### config.mk
export PLATFORM = sky130hd
export DESIGN_NAME = shared_bank_pool_lru_binder_unit
export DESIGN_NICKNAME = d
export VERILOG_FILES = /design/src/hw/rtl/sbp_pkg.sv /design/src/hw/rtl/sbp_cell.sv /design/src/hw/rtl/sbp_ctrl.sv /design/src/hw/rtl/shared_bank_pool_lru_binder_unit.sv
export SDC_FILE = /design/constraint.sdc
export NUM_CORES = 2
export LEC_CHECK = 0
export BUFFER_PORTS_ARGS = -buffer_cell sky130_fd_sc_hd__clkbuf_2
export CAP_MARGIN = 40
export CELL_PAD_IN_SITES_DETAIL_PLACEMENT = 0
export CELL_PAD_IN_SITES_GLOBAL_PLACEMENT = 1
export CORE_MARGIN = 4
export CORE_UTILIZATION = 40
export CTS_CLUSTER_DIAMETER = 80
export CTS_CLUSTER_SIZE = 8
export DETAILED_ROUTE_END_ITERATION = 8
export GPL_TIMING_DRIVEN = 1
export PLACE_DENSITY = 0.69
export SYNTH_ARGS = -nofsm -noshare
export SYNTH_HDL_FRONTEND = slang
export SYNTH_SLANG_ARGS = --single-unit
### constraint.sdc
create_clock -name clock -period 55.7 [get_ports clock]
set_clock_uncertainty 0.2 [all_clocks]
set_input_delay 5.57 -clock clock [delete_from_list [all_inputs] [get_ports clock]]
set_output_delay 5.57 -clock clock [all_outputs]
set_load 0.05 [all_outputs]
### src/hw/rtl/sbp_pkg.sv
// Shared constants, codes and types of the bank pool binder.
package sbp_pkg;

   localparam int POOL_SIZE   = 16;
   localparam int TICK_WIDTH  = 32;
   localparam int IDX_W       = (POOL_SIZE > 1) ? $clog2(POOL_SIZE) : 1;
   localparam int SET_W       = 8;
   localparam int BANK_W      = 16;
   localparam int IDENT_W     = 15;
   localparam int MASK_W      = 16;
   localparam int KIND_W      = 3;
   localparam int REQ_TDATA_W = 40;
   localparam int RSP_TDATA_W = 32;

   // bank id -1: no bank / pool not created
   localparam logic [BANK_W-1:0] NO_BANK = {BANK_W{1'b1}};

   typedef enum logic [KIND_W-1:0] {
      KIND_BIND_ANY  = 3'd0,
      KIND_BIND_SPEC = 3'd1,
      KIND_RELEASE   = 3'd2,
      KIND_LOOKUP    = 3'd3,
      KIND_CLEAR     = 3'd4
   } kind_type;

   typedef enum logic [1:0] {
      ST_IDLE,
      ST_SCAN,
      ST_DONE
   } state_type;

   // search word that walks down the row of cells, one cell per cycle
   typedef struct packed {
      logic                  valid;
      logic                  free_hit;
      logic [IDX_W-1:0]      free_idx;
      logic                  lru_hit;
      logic [IDX_W-1:0]      lru_idx;
      logic [TICK_WIDTH-1:0] lru_stamp;
      logic [SET_W-1:0]      lru_owner;
      logic                  tgt_bound;
      logic [SET_W-1:0]      tgt_owner;
   } word_type;

   // update broadcast to all cells at the end of an operation
   typedef struct packed {
      logic                  en;
      logic                  clear;
      logic                  bind_en;
      logic                  stamp_en;
      logic [IDX_W-1:0]      idx;
      logic [SET_W-1:0]      owner;
      logic [TICK_WIDTH-1:0] stamp;
   } commit_type;

endpackage

### src/hw/rtl/sbp_cell.sv
// One pool entry: binding state plus one stage of the search chain.
module sbp_cell (
   input  logic                                clock,
   input  logic                                reset,
   input  logic [sbp_pkg::IDX_W-1:0]           cell_idx,
   input  logic                                mapped_bit,
   input  logic [sbp_pkg::IDX_W-1:0]           tgt_idx,
   input  sbp_pkg::word_type                   word_prev,
   input  sbp_pkg::commit_type                 commit,
   output sbp_pkg::word_type                   word_out
);

   logic                            bound_ff;
   logic [sbp_pkg::SET_W-1:0]       owner_ff;
   logic [sbp_pkg::TICK_WIDTH-1:0]  last_use_ff;
   sbp_pkg::word_type               word_ff;
   sbp_pkg::word_type               word_in;

   // fold this entry into the passing word
   always_comb begin
      sbp_pkg::word_type w;
      w = word_prev;
      // first unbound entry wins
      if (!bound_ff && !w.free_hit) begin
         w.free_hit = 1'b1;
         w.free_idx = cell_idx;
      end
      // oldest unmapped entry, strict compare keeps the lower index on ties
      if (!mapped_bit && (!w.lru_hit || (last_use_ff < w.lru_stamp))) begin
         w.lru_hit   = 1'b1;
         w.lru_idx   = cell_idx;
         w.lru_stamp = last_use_ff;
         w.lru_owner = owner_ff;
      end
      // named entry reports its binding
      if (cell_idx == tgt_idx) begin
         w.tgt_bound = bound_ff;
         w.tgt_owner = owner_ff;
      end
      word_in = w;
   end

   // chain stage register
   always_ff @(posedge clock) begin
      if (reset) begin
         word_ff.valid <= 1'b0;
      end else begin
         word_ff <= word_in;
      end
   end

   // entry state update
   always_ff @(posedge clock) begin
      if (reset) begin
         bound_ff    <= 1'b0;
         owner_ff    <= '0;
         last_use_ff <= '0;
      end else if (commit.en && commit.clear) begin
         bound_ff    <= 1'b0;
         owner_ff    <= '0;
         last_use_ff <= '0;
      end else if (commit.en && (commit.idx == cell_idx)) begin
         if (commit.bind_en) begin
            bound_ff <= 1'b1;
            owner_ff <= commit.owner;
         end
         if (commit.stamp_en) begin
            last_use_ff <= commit.stamp;
         end
      end
   end

   assign word_out = word_ff;

endmodule

### src/hw/rtl/sbp_ctrl.sv
// Sequencer: request capture, result decision, use counter and output register.
module sbp_ctrl (
   input  logic                                clock,
   input  logic                                reset,
   // request beats
   input  logic                                req_tvalid,
   output logic                                req_tready,
   // [7:0] requester_set, [22:8] bank_ident, [38:23] mapped_mask
   input  logic [sbp_pkg::REQ_TDATA_W-1:0]     req_tdata,
   // [2:0] kind
   input  logic [sbp_pkg::KIND_W-1:0]          req_tuser,
   // response beats
   output logic                                rsp_tvalid,
   input  logic                                rsp_tready,
   // [0] ok, [16:1] granted_bank, [17] warm, [18] detached, [26:19] other_set
   output logic [sbp_pkg::RSP_TDATA_W-1:0]     rsp_tdata,
   // pool_first_bank register
   input  logic                                csr_wen,
   input  logic signed [sbp_pkg::BANK_W-1:0]   csr_wdata,
   // cell row
   input  sbp_pkg::word_type                   chain_word,
   output sbp_pkg::word_type                   inject,
   output sbp_pkg::commit_type                 commit,
   output logic [sbp_pkg::IDX_W-1:0]           tgt_idx,
   output logic [sbp_pkg::MASK_W-1:0]          mapped_mask
);

   sbp_pkg::state_type               state_ff, state_in;
   logic signed [sbp_pkg::BANK_W-1:0] first_ff;
   sbp_pkg::kind_type                kind_ff;
   logic [sbp_pkg::SET_W-1:0]        set_ff;
   logic                             hit_ff, hit_in;
   logic [sbp_pkg::IDX_W-1:0]        tgt_idx_ff, tgt_idx_in;
   logic [sbp_pkg::MASK_W-1:0]       mask_ff;
   sbp_pkg::word_type                inject_ff, inject_in;
   sbp_pkg::word_type                fin_ff;
   logic [sbp_pkg::TICK_WIDTH-1:0]   tick_ff, tick_in;
   logic                             rsp_valid_ff;
   logic [sbp_pkg::RSP_TDATA_W-1:0]  rsp_data_ff, rsp_data_in;

   logic                             accept;
   logic                             commit_go;
   logic                             latch_fin;
   logic [sbp_pkg::IDENT_W-1:0]      in_ident;
   logic [sbp_pkg::BANK_W-1:0]       diff;

   // decision outputs
   logic                             r_ok;
   logic [sbp_pkg::BANK_W-1:0]       r_bank;
   logic                             r_warm;
   logic                             r_detached;
   logic [sbp_pkg::SET_W-1:0]        r_other;
   sbp_pkg::commit_type              c_next;

   assign accept   = req_tvalid && req_tready;
   assign in_ident = req_tdata[22:8];

   // pool range check of the named bank id
   assign diff       = {1'b0, in_ident} - {1'b0, first_ff[sbp_pkg::IDENT_W-1:0]};
   assign hit_in     = !first_ff[sbp_pkg::BANK_W-1]
                       && (in_ident >= first_ff[sbp_pkg::IDENT_W-1:0])
                       && (diff < sbp_pkg::BANK_W'(sbp_pkg::POOL_SIZE));
   assign tgt_idx_in = diff[sbp_pkg::IDX_W-1:0];

   // next state
   always_comb begin
      state_in = state_ff;
      case (state_ff)
         sbp_pkg::ST_IDLE: if (accept) state_in = sbp_pkg::ST_SCAN;
         sbp_pkg::ST_SCAN: if (chain_word.valid) state_in = sbp_pkg::ST_DONE;
         sbp_pkg::ST_DONE: if (!rsp_valid_ff || rsp_tready) state_in = sbp_pkg::ST_IDLE;
         default:          state_in = sbp_pkg::ST_IDLE;
      endcase
   end

   // state outputs
   always_comb begin
      req_tready = 1'b0;
      latch_fin  = 1'b0;
      commit_go  = 1'b0;
      case (state_ff)
         sbp_pkg::ST_IDLE: req_tready = 1'b1;
         sbp_pkg::ST_SCAN: latch_fin  = chain_word.valid;
         sbp_pkg::ST_DONE: commit_go  = !rsp_valid_ff || rsp_tready;
         default:          req_tready = 1'b0;
      endcase
   end

   // fresh search word, valid for one cycle after a request beat
   always_comb begin
      inject_in       = '0;
      inject_in.valid = accept;
   end

   // result and state update from the finished search word
   always_comb begin
      logic                        sel_ok;
      logic [sbp_pkg::IDX_W-1:0]   sel_idx;
      logic                        sel_bound;
      logic [sbp_pkg::SET_W-1:0]   sel_owner;
      logic                        is_bind;
      logic [sbp_pkg::TICK_WIDTH-1:0] tick_inc;

      tick_inc   = tick_ff + sbp_pkg::TICK_WIDTH'(1);
      sel_ok     = 1'b0;
      sel_idx    = tgt_idx_ff;
      sel_bound  = fin_ff.tgt_bound;
      sel_owner  = fin_ff.tgt_owner;
      is_bind    = 1'b0;
      r_ok       = 1'b0;
      r_bank     = sbp_pkg::NO_BANK;
      r_warm     = 1'b0;
      r_detached = 1'b0;
      r_other    = '0;
      c_next     = '0;
      tick_in    = tick_ff;

      case (kind_ff)
         sbp_pkg::KIND_BIND_ANY: begin
            is_bind = 1'b1;
            if (!first_ff[sbp_pkg::BANK_W-1]) begin
               if (fin_ff.free_hit) begin
                  sel_ok    = 1'b1;
                  sel_idx   = fin_ff.free_idx;
                  sel_bound = 1'b0;
               end else if (fin_ff.lru_hit) begin
                  sel_ok    = 1'b1;
                  sel_idx   = fin_ff.lru_idx;
                  sel_bound = 1'b1;
                  sel_owner = fin_ff.lru_owner;
               end
            end
         end
         sbp_pkg::KIND_BIND_SPEC: begin
            is_bind = 1'b1;
            sel_ok  = hit_ff;
         end
         sbp_pkg::KIND_RELEASE: begin
            if (hit_ff) begin
               r_ok            = 1'b1;
               c_next.stamp_en = 1'b1;
               c_next.idx      = tgt_idx_ff;
               c_next.stamp    = tick_inc;
               tick_in         = tick_inc;
            end
         end
         sbp_pkg::KIND_LOOKUP: begin
            if (hit_ff && fin_ff.tgt_bound) begin
               r_ok    = 1'b1;
               r_other = fin_ff.tgt_owner;
            end
         end
         sbp_pkg::KIND_CLEAR: begin
            r_ok         = 1'b1;
            c_next.clear = 1'b1;
            tick_in      = '0;
         end
         default: r_ok = 1'b0;
      endcase

      // both bind kinds end the same way
      if (is_bind && sel_ok) begin
         r_ok            = 1'b1;
         r_bank          = first_ff + sbp_pkg::BANK_W'(sel_idx);
         r_warm          = sel_bound && (sel_owner == set_ff);
         r_detached      = sel_bound && (sel_owner != set_ff);
         r_other         = r_detached ? sel_owner : '0;
         c_next.bind_en  = 1'b1;
         c_next.stamp_en = 1'b1;
         c_next.idx      = sel_idx;
         c_next.owner    = set_ff;
         c_next.stamp    = tick_inc;
         tick_in         = tick_inc;
      end

      c_next.en = commit_go;
   end

   assign rsp_data_in = {5'b0, r_other, r_detached, r_warm, r_bank, r_ok};

   // control registers
   always_ff @(posedge clock) begin
      if (reset) begin
         state_ff     <= sbp_pkg::ST_IDLE;
         first_ff     <= '1;
         tick_ff      <= '0;
         rsp_valid_ff <= 1'b0;
         inject_ff    <= '0;
      end else begin
         state_ff <= state_in;
         if (csr_wen) first_ff <= csr_wdata;
         if (commit_go) tick_ff <= tick_in;
         if (commit_go) begin
            rsp_valid_ff <= 1'b1;
         end else if (rsp_tready) begin
            rsp_valid_ff <= 1'b0;
         end
         inject_ff <= inject_in;
      end
   end

   // request capture, search result and response payload
   always_ff @(posedge clock) begin
      if (accept) begin
         kind_ff    <= sbp_pkg::kind_type'(req_tuser);
         set_ff     <= req_tdata[7:0];
         mask_ff    <= req_tdata[38:23];
         hit_ff     <= hit_in;
         tgt_idx_ff <= tgt_idx_in;
      end
      if (latch_fin) fin_ff <= chain_word;
      if (commit_go) rsp_data_ff <= rsp_data_in;
   end

   assign rsp_tvalid  = rsp_valid_ff;
   assign rsp_tdata   = rsp_data_ff;
   assign inject      = inject_ff;
   assign commit      = c_next;
   assign tgt_idx     = tgt_idx_ff;
   assign mapped_mask = mask_ff;

endmodule

### src/hw/rtl/shared_bank_pool_lru_binder_unit.sv
// Top level of the shared bank pool binder: sequencer plus a row of entry cells.
//
// One request beat is taken at a time. A search word enters the first entry cell the
// cycle after the request is accepted and moves one cell per cycle down the row of
// POOL_SIZE cells, picking up the first unbound entry, the least recently used
// unmapped entry and the binding of the named entry on the way. The finished word is
// latched, the result is decided from it and registered as the response, and the
// next request is taken as soon as the response is registered; a response still
// waiting in the output register holds back only the following result, not the
// next request. The pool_first_bank register resets to -1 (no pool); the user must
// write it only while idle, and the block itself does not enforce this.
module shared_bank_pool_lru_binder_unit (
   input  logic                                clock,
   input  logic                                reset,
   input  logic                                req_tvalid,
   output logic                                req_tready,
   // [7:0] requester_set, [22:8] bank_ident, [38:23] mapped_mask
   input  logic [sbp_pkg::REQ_TDATA_W-1:0]     req_tdata,
   // [2:0] kind
   input  logic [sbp_pkg::KIND_W-1:0]          req_tuser,
   output logic                                rsp_tvalid,
   input  logic                                rsp_tready,
   // [0] ok, [16:1] granted_bank, [17] warm, [18] detached, [26:19] other_set
   output logic [sbp_pkg::RSP_TDATA_W-1:0]     rsp_tdata,
   input  logic                                csr_wen,
   input  logic signed [sbp_pkg::BANK_W-1:0]   csr_wdata
);

   sbp_pkg::word_type                 chain [sbp_pkg::POOL_SIZE+1];
   sbp_pkg::commit_type               commit;
   logic [sbp_pkg::IDX_W-1:0]         tgt_idx;
   logic [sbp_pkg::MASK_W-1:0]        mapped_mask;

   sbp_ctrl u_ctrl (
      .clock       (clock),
      .reset       (reset),
      .req_tvalid  (req_tvalid),
      .req_tready  (req_tready),
      .req_tdata   (req_tdata),
      .req_tuser   (req_tuser),
      .rsp_tvalid  (rsp_tvalid),
      .rsp_tready  (rsp_tready),
      .rsp_tdata   (rsp_tdata),
      .csr_wen     (csr_wen),
      .csr_wdata   (csr_wdata),
      .chain_word  (chain[sbp_pkg::POOL_SIZE]),
      .inject      (chain[0]),
      .commit      (commit),
      .tgt_idx     (tgt_idx),
      .mapped_mask (mapped_mask)
   );

   // row of entry cells; entries past the mask width count as unmapped
   for (genvar i = 0; i < sbp_pkg::POOL_SIZE; i++) begin : g_cell
      logic mapped_bit;
      if (i < sbp_pkg::MASK_W) begin : g_masked
         assign mapped_bit = mapped_mask[i];
      end else begin : g_unmasked
         assign mapped_bit = 1'b0;
      end

      sbp_cell u_cell (
         .clock      (clock),
         .reset      (reset),
         .cell_idx   (sbp_pkg::IDX_W'(i)),
         .mapped_bit (mapped_bit),
         .tgt_idx    (tgt_idx),
         .word_prev  (chain[i]),
         .commit     (commit),
         .word_out   (chain[i+1])
      );
   end

endmodule

# Word-level counts from Yosys, hierarchy flattened

Index checks and enable logic that the tools add are counted.

$add $sub $neg: 3
Magnitude comparators: 18
Equality and inequality tests: 42
Multiplexer cells: 74
Reduce and logical (&&, ||, !) cells: 181

Operators by type and width:

| kind                    | count |
|---|---|
| $mux W40                | 15 |
| $lt A32 B32 Y1          | 15 |
| $mux W9                 | 16 |
| $mux W32                | 4 |
| $mux W8                 | 9 |
| $logic_not A1 Y1        | 64 |
| $pmux W32 S2            | 1 |
| $reduce_and A2 Y1       | 32 |
| $logic_and A1 B1 Y1     | 56 |
| $mux W46                | 1 |
| $add A32 B1 Y32 const B | 1 |
| $eq A4 B4 Y1 const A    | 8 |
| $eq A4 B4 Y1 const B    | 8 |
| $lt A32 B1 Y1 const B   | 1 |
| $logic_or A1 B1 Y1      | 17 |
| $add A16 B4 Y16         | 1 |
| $eq A3 B4 Y1 const A    | 4 |
| $eq A4 B3 Y1 const B    | 4 |
| $lt A16 B5 Y1 const B   | 1 |
| $mux W1                 | 16 |
| $mux W4                 | 4 |
| $sub A15 B15 Y16        | 1 |
| $ge A15 B15 Y1          | 1 |
| $mux W5                 | 2 |
| 25 further kinds        | 36 |

Bits in registers: 1718
Bits of input ports: 64
Output and inout port bits: 34
Word-level logic and storage cells: 528

# Depth between registers and ports, before layout

Word-level depth: 9
Gate-level depth with buffers: 14
Mapped depth without buffers: 13

# Cells and area by module

From an unflattened synthesis, not the netlist that was laid out.

Cells, all modules: 7521
Area, all modules: 84613.7 µm²

Modules (own cells, without submodules):

| module                           | instances | cells each | area each (µm²) | seq. area each (µm²) |
|---|---|---|---|---|
| sbp_cell                         | 16        | 419        | 4800.9          | 2612.5 |
| sbp_ctrl                         | 1         | 815        | 7792.5          | 3623.5 |
| shared_bank_pool_lru_binder_unit | 1         | 2          | 7.5             | 0.0 |

# Worst setup path before layout

No wires, ideal clock.

Path kind: input to register
Start: in reset
End: reg u_ctrl.first_ff[10] (netlist bit)
Setup time: 1282 ps
Arrival time: 30231 ps
Data required time: 54218 ps
Slack: 23987 ps
Stages on the path: 4
Path buffers: 2
Path through: clkbuf_1 clkinv_1 buf_1 o211ai_1

RTL lines:

| item                 | line                                   | source |
|---|---|---|
| from (decl)          | shared_bank_pool_lru_binder_unit.sv:14 | `input logic reset,` |
| to (signal assigned) | sbp_ctrl.sv:191                        | `if (csr_wen) first_ff <= csr_wdata;` |
| to (decl)            | sbp_ctrl.sv:29                         | `logic signed [sbp_pkg::BANK_W-1:0] first_ff;` |

No word-level cell between the ends.

# Final worst setup path

Start: in reset
End: reg g_cell[1].u_cell.word_ff, in the netlist g_cell[1].u_cell.word_out[40] (enable)

RTL lines:

| item                 | line           | source |
|---|---|---|
| to (signal assigned) | sbp_cell.sv:48 | `word_ff <= word_in;` |
| to (decl)            | sbp_cell.sv:16 | `sbp_pkg::word_type word_ff;` |

No word-level cell between the ends.

==> flow_metrics.env <==
export IMPL_ys_flop_type="edfxtp_1"
export IMPL_layout_commonest_cell="edfxtp_1"
export IMPL_synth_cells=6855
export IMPL_fin_crit_ns=9.31
export IMPL_p_clk_share_pct=46.2
export IMPL_period_share_pct=16.7
export IMPL_cts_setup_buffers=0
export IMPL_antenna_found_initial=4
export IMPL_vias_per_cell=5.21
export IMPL_synth_compound_area_share_pct=10.6
export IMPL_finalInstanceArea_sq_um=89800
export IMPL_synth_edf_count=968
export IMPL_cts_inserted_buffers=230
export IMPL_path_clk_slew_ns=0.05
export IMPL_p_comb_share_pct=5.0
export IMPL_ys_types=76
export IMPL_nets=7466
export IMPL_grt_pass1_wl_microns=289000
export IMPL_grt_pass1_vias=50686
export IMPL_drv_cap=0
export IMPL_hold_path_class="reg2reg"
export IMPL_dieArea_sq_um=204000
export IMPL_leakage_nw=35.1
export IMPL_synth_top_family_by_area="multiplexers"
export IMPL_drive_above_1_share_pct=20.9
export IMPL_crit_path_end_kind="flop"
export IMPL_synth_top_area_cell="edfxtp_1"
export IMPL_reg2reg_slack_ns=50.88
export IMPL_yosysTopAreaCellShare_pct=36.9
export IMPL_rr_endpoint="g_cell[4].u_cell.last_use_ff[27]"
export IMPL_r2r_start="u_ctrl.kind_ff[2]"
export IMPL_core_sq_um=195000
export IMPL_p_seq_share_pct=48.8
export IMPL_worstPathRequired_ns=55.95
export IMPL_rows=162
export IMPL_synthToLayoutAreaGrowth_pct=14.0
export IMPL_dp_cells=9305
export IMPL_grt_max_degree=178
export IMPL_synth_async_reset_ratio_pct=0
export IMPL_dr_pass1_iters=5
export IMPL_vdd_ir_drop_max_mv=0.0341
export IMPL_relSlewSlack_pct=28.5
export IMPL_wire_per_inst_microns=18.8
export IMPL_grtUsageTotal_pct=17.8
export IMPL_die_w_microns=452
export IMPL_remaining_drc_errors=0
export IMPL_worst_slew_pin_slew_ns=1.07
export IMPL_place_congestion=0.806
export IMPL_crit_path_start_kind="input port"
export IMPL_dp_hpwl_microns=122000
export IMPL_cts_sinks=1692
export IMPL_hold_viol_final=0
export IMPL_ys_ff_latch=1692
export IMPL_arrival_ns=9.56
export IMPL_ctsResizeCount=0
export IMPL_p_per_area_nw_per_um2=31.7
export IMPL_fin_tns_setup_ns=0
export IMPL_switching_share_pct=22.4
export IMPL_start_util_pct=40.3
export IMPL_whs_path_depth=0
export IMPL_postSynthAreaPerCell_sq_um=11.5
export IMPL_htree_levels=4
export IMPL_p_switching_uw=638
export IMPL_setup_viol=0
export IMPL_synth_simple_area_share_pct=10.5
export IMPL_worstRegToRegCells=9
export IMPL_synth_fa_ha_area_share_pct=7.76
export IMPL_synthTopCellsByArea="edfxtp_1 37%, dfxtp_1 18%, mux2_2 9.5%"
export IMPL_cp_max_fo=177
export IMPL_cts_buffer_depth=3
export IMPL_yosysSeqAreaShare_pct=55.3
export IMPL_status="finished, final reports clean"
export IMPL_synth_warnings=0
export IMPL_stdcell_count=9732
export IMPL_netlist_area_sq_um=78800
export IMPL_wirelength_microns=183000
export IMPL_clk_latency_ns=0.85
export IMPL_postCtsHoldBufs=0
export IMPL_mostFrequentLayoutCells="968 x edfxtp_1, 724 x dfxtp_1, 663 x mux2_2, 525 x inv_1, 501 x nor2_1"
export IMPL_min_from="g_cell[15].u_cell.word_out[58]"
export IMPL_muxShareOfSynthArea_pct=10.8
export IMPL_crit_type="in2reg"
export IMPL_fp_dieH_microns=452
export IMPL_hold_path_end="u_ctrl.fin_ff[58]"
export IMPL_p_int_mw=2.21
export IMPL_post_dp_cell_area_sq_um=82900
export IMPL_max_clock_freq_mhz=107
export IMPL_synth_xor_area_share_pct=0.512
export IMPL_drt_iter0_markers=3026
export IMPL_vias=50726
export IMPL_overflow=0
export IMPL_numPortBuffers=91
export IMPL_drtAntennaViolNets=0
export IMPL_root_buffer="clkbuf_16"
export IMPL_io_pins=98
export IMPL_rsz0062_at_grt="false"
export IMPL_cts_tree="built"
export IMPL_maxSlewViolCount=0
[sequential cells by signal, summed over array words and instances, names as in the netlist]
name,flops
g_cell.u_cell.bound_ff,16
g_cell.u_cell.last_use_ff,512
g_cell.u_cell.owner_ff,128
g_cell.u_cell.word_out,898
u_ctrl.fin_ff,27
u_ctrl.first_ff,16
u_ctrl.hit_ff,1
u_ctrl.inject,1
u_ctrl.kind_ff,3
u_ctrl.mapped_mask,16
u_ctrl.rsp_tdata,27
u_ctrl.rsp_tvalid,1
u_ctrl.set_ff,8
u_ctrl.state_ff,2
u_ctrl.tgt_idx,4
u_ctrl.tick_ff,32
[how the worst max path moves through the flow]
stage / start / end / slack (ns) / depth (start not counted)
6_report: reset / g_cell[1].u_cell.word_out[40] / 46.39 / 8
5_1_grt: reset / g_cell[1].u_cell.word_out[40] / 46.00 / 8
4_1_cts: reset / g_cell[1].u_cell.word_out[40] / 46.25 / 8
3_5_place_dp: reset / g_cell[0].u_cell.word_out[42] / 45.34 / 8
3_3_place_gp: reset / g_cell[0].u_cell.word_out[42] / 45.16 / 7
2_1_floorplan: reset / u_ctrl.first_ff[10] / 23.99 / 4
[routing by layer]
| layer | vias to the layer above | share of wire [%] | global-route usage [%] |
|---|---|---|---|
| met5 | - | 0 | 0 |
| met4 | 0 | 2.9 | 5.91 |
| met3 | 290 | 4.3 | 2.85 |
| met2 | 916 | 47 | 29.7 |
| met1 | 24434 | 46 | 23.6 |
| li1 | 25086 | - | - |
[cells by family (layout without fill, tap and decap cells)]
group / after synthesis / after routing
xor gates and xnor gates: 46 / 46
buffers and inverters: 940 / 1186
and+or+nand+nor: 1655 / 1655
adders and majority gates: 487 / 487
AOI/OAI and AO/OA: 1269 / 1269
DFF: 1692 / 1692
other: 1 / 8
muxes: 765 / 765
[critical path: stages]
cell      delay (ns)
clkbuf_2        0.08
buf_4           0.30
inv_8           0.69
buf_4           0.35
buf_16          0.28
buf_12          0.59
buf_12          0.75
buf_4           0.72
[synth_stat cells, drive strengths merged, types with 54 or more instances]
library cell    n
a21o           84
a21oi         224
a31o          243
buf           106
clkbuf        306
dfxtp         724
edfxtp        968
ha            485
inv           527
mux2          663
mux2i         102
nand2         236
nand2b         70
nand3         356
nand4          76
nor2          503
nor2b          95
nor3           54
o21ai         463
[metrics by stage]
step                power (mW)  hold WS [ns]  setup WS (ns)  utilization, %
detailed placement        1.55         0.205          45.34            42.4
finish                    2.84         0.210          46.39            45.9
floorplan                 1.54         0.200          23.99               -
CTS                       2.88         0.211          46.25            45.9
global route              2.95         0.215          46.00            45.9
global placement          1.55         0.201          45.16            41.9
[final cells by class]
class,instances,area [sq um]
sequential,1692,43600
inverter,528,1990
clock buffer,409,6500
timing repair buffer,236,2220
clock inverter,13,314
tap,2624,3280
fill,17715,106000
multi-input combinational,4227,31900
antenna,3,7.51
[power by group through the flow]
stage,Combinational (mW),Clock [mW],Sequential [mW]
4_1_cts,0.143,1.35,1.39
3_5_place_dp,0.142,0,1.41
2_1_floorplan,0.103,0,1.43
3_3_place_gp,0.137,0,1.41
6_report,0.142,1.31,1.39
5_1_grt,0.158,1.41,1.39
Note: power is estimated with default switching activity, not from simulation.
